## src/rtl/afp_pkg.sv

```systemverilog
// Package for the audio frame preconditioner: constants, payload types and register codes.
package afp_pkg;

    localparam int FRAME_DEPTH = 4096;
    localparam int ADDR_W = $clog2(FRAME_DEPTH);
    localparam int CNT_W = $clog2(FRAME_DEPTH + 1);
    localparam int SUM_W = 32 + CNT_W;

    localparam logic [2:0] REG_SAMPLE_BITS = 3'd0;
    localparam logic [2:0] REG_DC_ENABLE = 3'd1;
    localparam logic [2:0] REG_HP_ENABLE = 3'd2;
    localparam logic [2:0] REG_HP_COEFF = 3'd3;
    localparam logic [2:0] REG_NORM_ENABLE = 3'd4;

    localparam logic [1:0] STATUS_OK = 2'd0;
    localparam logic [1:0] STATUS_WIDTH = 2'd1;
    localparam logic [1:0] STATUS_CAPACITY = 2'd2;

    typedef struct packed {
        logic        mode;
        logic [31:0] raw_sample;
        logic        last;
    } in_item_t;

    typedef struct packed {
        logic               kind;
        logic signed [31:0] sample;
        logic               final_res;
        logic [1:0]         status;
        logic [12:0]        frame_length;
    } out_item_t;

    // Request to the shared divider.
    typedef struct packed {
        logic               start;
        logic signed [63:0] dividend;
        logic [63:0]        divisor;
    } div_req_t;

    // Answer from the shared divider.
    typedef struct packed {
        logic               busy;
        logic               done;
        logic signed [63:0] quotient;
    } div_rsp_t;

endpackage

```

## src/rtl/afp_div.sv

```systemverilog
// Shared restoring divider: signed dividend by positive divisor, quotient truncated to zero.
module afp_div (
    input  logic              clk,
    input  logic              rst_n,
    input  afp_pkg::div_req_t req,
    output afp_pkg::div_rsp_t rsp
);

    logic [63:0] rem_reg, rem_next;
    logic [63:0] quo_reg, quo_next;
    logic [63:0] den_reg, den_next;
    logic [6:0]  cnt_reg, cnt_next;
    logic        neg_reg, neg_next;
    logic        busy_reg, busy_next;
    logic        done_reg, done_next;
    logic [64:0] trial;

    // One quotient bit per cycle.
    always_comb
    begin
        rem_next = rem_reg;
        quo_next = quo_reg;
        den_next = den_reg;
        cnt_next = cnt_reg;
        neg_next = neg_reg;
        busy_next = busy_reg;
        done_next = 1'b0;
        trial = {rem_reg, quo_reg[63]} - {1'b0, den_reg};
        if (req.start)
        begin
            neg_next = req.dividend[63];
            quo_next = req.dividend[63] ? 64'(-req.dividend) : 64'(req.dividend);
            rem_next = '0;
            den_next = req.divisor;
            cnt_next = 7'd64;
            busy_next = 1'b1;
        end
        else if (busy_reg)
        begin
            if (!trial[64])
            begin
                rem_next = trial[63:0];
                quo_next = {quo_reg[62:0], 1'b1};
            end
            else
            begin
                rem_next = {rem_reg[62:0], quo_reg[63]};
                quo_next = {quo_reg[62:0], 1'b0};
            end
            cnt_next = cnt_reg - 7'd1;
            if (cnt_reg == 7'd1)
            begin
                busy_next = 1'b0;
                done_next = 1'b1;
            end
        end
    end

    always_ff @(posedge clk or negedge rst_n)
    begin
        if (!rst_n)
        begin
            busy_reg <= 1'b0;
            done_reg <= 1'b0;
            cnt_reg <= '0;
        end
        else
        begin
            busy_reg <= busy_next;
            done_reg <= done_next;
            cnt_reg <= cnt_next;
        end
    end

    always_ff @(posedge clk)
    begin
        rem_reg <= rem_next;
        quo_reg <= quo_next;
        den_reg <= den_next;
        neg_reg <= neg_next;
    end

    assign rsp.busy = busy_reg;
    assign rsp.done = done_reg;
    assign rsp.quotient = neg_reg ? -$signed(quo_reg) : $signed(quo_reg);

    // The divider never reports done while still counting.
    a_done_idle: assert property (@(posedge clk) disable iff (!rst_n)
        done_reg |-> !busy_reg) else $error("divider done while busy");
    a_start_busy: assert property (@(posedge clk) disable iff (!rst_n)
        req.start |=> busy_reg) else $error("divider did not start");
    a_cnt_zero: assert property (@(posedge clk) disable iff (!rst_n)
        (busy_reg && cnt_reg == 7'd1 && !req.start) |=> done_reg)
        else $error("divider missed its last step");

endmodule
```

## config.mk

```make
export PLATFORM = sky130hd
export DESIGN_NAME = afp_div
export DESIGN_NICKNAME = d
export VERILOG_FILES = /design/src/rtl/afp_pkg.sv /design/src/rtl/afp_div.sv
export SDC_FILE = /design/constraint.sdc
export NUM_CORES = 1
export LEC_CHECK = 0
export CORE_MARGIN = 2
export CORE_UTILIZATION = 45
export CTS_BUF_LIST = sky130_fd_sc_hd__clkbuf_8
export CTS_CLUSTER_DIAMETER = 50
export DETAILED_ROUTE_END_ITERATION = 6
export DONT_BUFFER_PORTS = 1
export GPL_TIMING_DRIVEN = 0
export PLACE_DENSITY_LB_ADDON = 0.08
export SLEW_MARGIN = 30
export SYNTH_ARGS = -nofsm -noshare
export SYNTH_HDL_FRONTEND = slang
export SYNTH_SLANG_ARGS = --single-unit
```

## constraint.sdc

```tcl
create_clock -name clk -period 4.58 [get_ports clk]
set_clock_uncertainty 0.05 [all_clocks]
set_input_delay 0.916 -clock clk [delete_from_list [all_inputs] [get_ports clk]]
set_output_delay 0.916 -clock clk [all_outputs]
set_load 0.01 [all_outputs]
```

==> reports/qor.csv, run 1 <==
metric;value;unit
grt_pass1_wl;68700;microns
cts_tree;built;
gr-usage-met2;44.6;%
setup_viol_count_final;8;
final_antenna_net_count;0;
synth_area;0.0145;sq mm
leakagePower;6.43;nW
clkTransAtPathRegs;0.06;ns
grt_util_met3;5.49;%
routed_via_density;5.81;
yosysSeqAreaShare;37.0;%
synth_fp_nets;1881;
place_congestion;0.888;
final_common_cell;nor2_1;
critPathTopFamily;simple AND/OR/NAND/NOR gates;
slowest_stage;or4_4;
worst_setup_path_end_kind;primary output;
clkSinkCount;202;
status;complete, but fails checks;
ys.flop_type;edfxtp_1;
grt_usage;25.9;%
die_area;0.0338;sq mm
area_growth_syn_to_layout;11.6;%
post-route-period-util;110;%
rows;65;
drive_gt1_share;8.24;%
drc;0;
p_total;5.52;mW
use_met1;32.2;%
wl_per_cell;20.2;microns
numCtsBuffers;40;
yosys.area.top_type_share;26.6;%
relSlewSlack;31.6;%
vias;12600;
numPortBuffers;0;
avgSynthCellArea;8.65;sq um
drv_slew;0;
coreArea;0.0317;sq mm
netlist_instances;1681;
drt_iter0_markers;861;
cts_buffer_depth;3;
grt_max_degree;69;
grt_most_used_layer;met2;
critPathMaxStageDelay;0.56;ns
crit_chain;or4_4 -> nor4_4 -> or4b_4 -> nor3b_4 -> nand2_2 -> or2_4 -> or4_4 -> nand2b_4 -> or2_4 -> o41ai_4 -> xnor2_2;
yosysWarningCount;0;
synth_edf_count;129;
worstSetupPathType;reg -> out;
die_h;184;microns
fmax;0.199;GHz
vdd_ir_drop_max;198;uV
fin_setup_tns;-2.20;ns
root_buffer;clkbuf_8;
ys_types;77;
max_slew.worst_pin.slew;1.03;ns
hold_path_class;in -> reg;
worst_ep_arrival_time;4.06;ns
maxCapViolations;0;
final_nets;1940;
antenna_found_initial;1;
power.density;341;mW/mm^2
hpwl;32900;microns
async_flop_share;4.46;%
finalWorstPathRequiredPeriod;5.03;ns
hold_viol_final;0;
setup_slack;-0.448;ns
crit_buf_inv;0;
path_max_fanout;3;
drt_pass1_iterations;7;
yosys.area.top_type;edfxtp_1;
first_global_vias;12500;
critical_path_required;3.61;ns
startpoint_type;register;
totalWireLength;43900;microns
io_pins;197;
rsz0062_at_grt;true;
cts_max_level;2;
fp.dieW;184;microns
clk_latency;0.56;ns
hold-worst-slack;0.402;ns
start_util;45.8;%
violations;negative setup slack;
final_cell_mix;nor2_1, a21oi_1, edfxtp_1;
ys_ff_latch;202;
grt_overflow;0;
synth.area.top_cells;edfxtp_1, dfxtp_1, a21oi_1, ha_1, xnor2_1;
## routing by layer
layer,vias to the layer above,wire (microns),part of all wire [%]
met1,5942,18800,43
met3,81,3090,7.1
li1,6216,-,-
met4,0,1220,2.8
met2,399,20800,47
met5,-,0,0
## worst paths after layout
check / from / endpoint / slack (ns) / cells past startpoint
min in group asynchronous: rst_n / done_reg / 0.70 / 1
worst max register to register: quo_reg[63] / rem_reg[45] / 0.26 / 14
max in group asynchronous: rst_n / cnt_reg[6] / 3.46 / 1
worst min-delay path: req[6] / den_reg[6] / 0.40 / 0
worst min register to register: rem_reg[12] / rem_reg[12] / 0.44 / 2
worst max-delay path: quo_reg[31] / rsp[59] / -0.45 / 11
## worst register-to-register path: stages (launching register included)
cell and delay [ns]:
edfxtp_1 0.45, inv_1 0.07, ha_1 0.22, fa_1 0.38, nor2b_1 0.22, o2111ai_1 0.15, and3_1 0.23, o31a_1 0.35
o21ba_2 0.29, a211oi_2 0.29, mux2_2 0.41, nand2_2 0.18, clkbuf_1 0.50, nor2_1 0.12, a211o_1 0.30
## layout make-up
type / count / area (sq um)
Multi-Input combinational cell: 1296 / 8660
Antenna cell: 2 / 5.00
Fill cell: 3078 / 15500
Clock buffer: 46 / 633
Clock inverter: 28 / 173
Buffer: 91 / 370
Inverter: 92 / 349
Sequential cell: 202 / 5380
Tap cell: 402 / 503
Timing Repair Buffer: 17 / 146
## logic make-up (layout without fill, tap and decap cells)
family / after synthesis / count (layout) / share of synthesized area [%]
flip-flops: 202 / 202 / 37.0
buffers and inverters: 183 / 274 / 4.81
XOR/XNOR: 184 / 184 / 11.1
AO/OA/AOI/OAI: 490 / 490 / 21.2
adder cells (fa/ha/maj): 69 / 69 / 5.99
other: 0 / 2 / 0
multiplexers: 28 / 28 / 2.01
AND/OR/NAND/NOR: 525 / 525 / 17.9
## report_power, final
part           total [mW]  switching [mW]  internal (mW)
Clock                1.85           0.817           1.03
Combinational        1.31           0.802          0.504
Sequential           2.37           0.205           2.16
Total                5.52            1.82           3.70
## through the flow
step	util (%)	setup WS, ns	instances	cell area (sq um)
CTS	50.9	-0.470	2170	16200
global route	51.1	-0.590	2174	16200
finish	51.1	-0.448	2176	16200
global placement	47.4	-0.565	2083	15000
floorplan	-	0.201	1681	14500
detailed placement	47.5	-0.627	2084	15100
## cells in the mapped netlist (15+ instances only)
cell      instances
nor3_1           21
o41ai_1          20
nand2_1         127
ha_1             68
a21o_1           32
nor2b_1          17
mux2i_1          19
a31oi_1          15
nand3_1          25
xnor2_1          93
inv_1            91
a211oi_1         44
nor2_1          194
edfxtp_1        129
xor2_1           91
o21ai_0          96
a21oi_1         175
dfxtp_1          64
o31ai_1          36
nand4_1          24
nand2b_1         17
clkbuf_1         79
## timing repair
| action | CTS | global route |
|---|---|---|
| hold buffers | 1 | 0 |
| buffers inserted | 11 | 5 |
| hold endpoints to repair | 9 | 0 |
| gates resized for setup | 40 | 10 |
| pin swaps | 8 | 8 |
| endpoints found under the setup margin | 64 | 70 |
Note: power is estimated with default switching activity, not from simulation.
==> run 2, diff against run 1 <==
Settings changed: TNS_END_PERCENT set to 50.
==> run 2 against run 1 <==
Net effect:
- the run still ends with negative setup slack left
- critical path depth stayed put
- clock power hardly changed
- worst setup slack better by 0.00064 ns
- die area stayed put
- wire length hardly changed
- worst hold slack worse by 0.0061 ns
- via count is 0.25% higher
- cell area hardly changed
==> reports/qor.csv, run 2 (synthesis results as in run 1) <==
metric;value;unit;change
finish.utilization;51.1;%;about the same
vias;12700;;was 12600
violations;negative setup slack;;unchanged
grt_max_degree;69;;unchanged
hold_path_class;in -> reg;;unchanged
post-route-period-util;110;%;about the same
status;complete, but fails checks;;unchanged
worst_ep_arrival_time;4.06;ns;about the same
final_common_cell;nor2_1;;unchanged
stdcell_count;2174;;was 2176
drt_pass1_iterations;6;;was 7
worstSetupPathType;reg -> out;;unchanged
final_antenna_net_count;0;;unchanged
leakagePower;6.43;nW;about the same
placedCellCount;2084;;unchanged
cts_tree;built;;unchanged
startpoint_type;register;;unchanged
grt_overflow;0;;unchanged
clk_latency;0.56;ns;about the same
clkTransAtPathRegs;0.06;ns;about the same
numCtsBuffers;40;;unchanged
routed_via_density;5.83;;was 5.81
maxCapViolations;0;;unchanged
antenna_cells;0;;was 2
rsz0062_at_grt;true;;unchanged
numPortBuffers;0;;unchanged
first_global_vias;12500;;about the same
clkSinkCount;202;;unchanged
io_pins;197;;unchanged
rows;65;;unchanged
drive_gt1_share;8.18;%;was 8.24%
drv_slew;0;;unchanged
antenna_found_initial;1;;unchanged
die_area;0.0338;sq mm;unchanged
final_cell_mix;nor2_1, a21oi_1, edfxtp_1;;unchanged
fmax;0.199;GHz;about the same
fp.dieW;184;microns;unchanged
grt_pass1_wl;68600;microns;was 68700 microns
cts_max_level;2;;unchanged
area_growth_syn_to_layout;11.5;%;was 11.6%
vdd_ir_drop_max;198;uV;about the same
drc;0;;unchanged
fin_area;0.0162;sq mm;about the same
setup_viol_count_final;8;;unchanged
relSlewSlack;31.0;%;was 31.6%
final_nets;1940;;unchanged
critical_path_required;3.61;ns;about the same
coreArea;0.0317;sq mm;unchanged
totalWireLength;43900;microns;about the same
power.density;341;mW/mm^2;about the same
max_slew.worst_pin.slew;1.04;ns;was 1.03 ns
worst_setup_path_end_kind;primary output;;unchanged
finalWorstPathRequiredPeriod;5.03;ns;about the same
wl_per_cell;20.2;microns;about the same
place_congestion;0.888;;unchanged
root_buffer;clkbuf_8;;unchanged
path_max_fanout;3;;unchanged
hpwl;32900;microns;unchanged
hold_viol_final;0;;unchanged
setup_slack;-0.447;ns;was -0.448 ns
cts_buffer_depth;3;;unchanged
post_dp_cell_area;0.0151;sq mm;unchanged
drt_iter0_markers;839;;was 861
start_util;45.8;%;unchanged
grt_usage;25.8;%;was 25.9%
die_h;184;microns;unchanged
==> run 2: path summary, 6_finish.rpt <==
| check | to | cells after the start | start | slack (ns) |
|---|---|---|---|---|
| max | rsp[59] | 11 | quo_reg[31] | -0.45 |
| max reg2reg | rem_reg[28] | 15 | quo_reg[63] | 0.27 |
| max in group asynchronous | cnt_reg[3] | 1 | rst_n | 3.47 |
| min reg2reg | rem_reg[12] | 2 | rem_reg[12] | 0.44 |
| min in group asynchronous | done_reg | 1 | rst_n | 0.69 |
| min | den_reg[59] | 0 | req[59] | 0.40 |
==> run 2: report_power, final <==
| group | internal, mW | switching, mW |
|---|---|---|
| combinational | 0.504 | 0.802 |
| clock | 1.03 | 0.816 |
| sequential | 2.16 | 0.205 |
==> run 2: through the flow <==
step | hold slack, ns | power [mW] | setup slack [ns] | setup TNS, ns
final | 0.396 | 5.52 | -0.447 | -2.18
after global placement | 0.425 | 3.64 | -0.565 | -16.56
after CTS | 0.362 | 5.56 | -0.470 | -1.88
after detailed placement | 0.432 | 3.65 | -0.627 | -19.52
after global routing | 0.368 | 5.84 | -0.587 | -3.26
after floorplan | 0.404 | 3.32 | 0.201 | 0
==> run 2: worst max-delay path, cell delays in order, from the launching register on <==
cell	delay (ns)
edfxtp_1	0.39
or4_4	0.56
nor4_4	0.16
or4b_4	0.52
nor3b_4	0.21
nand2_2	0.09
or2_4	0.25
or4_4	0.44
nand2b_4	0.16
or2_4	0.27
o41ai_4	0.26
xnor2_2	0.20
==> run 2: metal layers <==
| metal | global-route usage, % | vias up | routed length [microns] | part of all wire, % |
|---|---|---|---|---|
| li1 | - | 6226 | - | - |
| met1 | 32.1 | 5969 | 18500 | 42 |
| met5 | 0 | - | 10 | 0.023 |
| met4 | 8.48 | 2 | 1230 | 2.8 |
| met3 | 5.43 | 81 | 3290 | 7.5 |
| met2 | 44.6 | 392 | 20800 | 47 |
==> run 2: area by class of cell <==
cell class	instances	area (sq um)
buffer	91	370
clock buffer	46	633
clock inverter	28	173
fill	3079	15500
inverter	92	349
multi-input combinational	1296	8660
sequential	202	5380
tap	402	503
timing repair buffer	17	146
==> run 2: what timing repair did <==
item | 4_1_cts | 5_1_grt
setup endpoints to repair | 64 | 70
hold buffers | 1 | 0
pin swaps | 7 | 7
endpoints found under the hold margin | 9 | 0
setup buffers | 11 | 5
gates resized for setup | 34 | 14
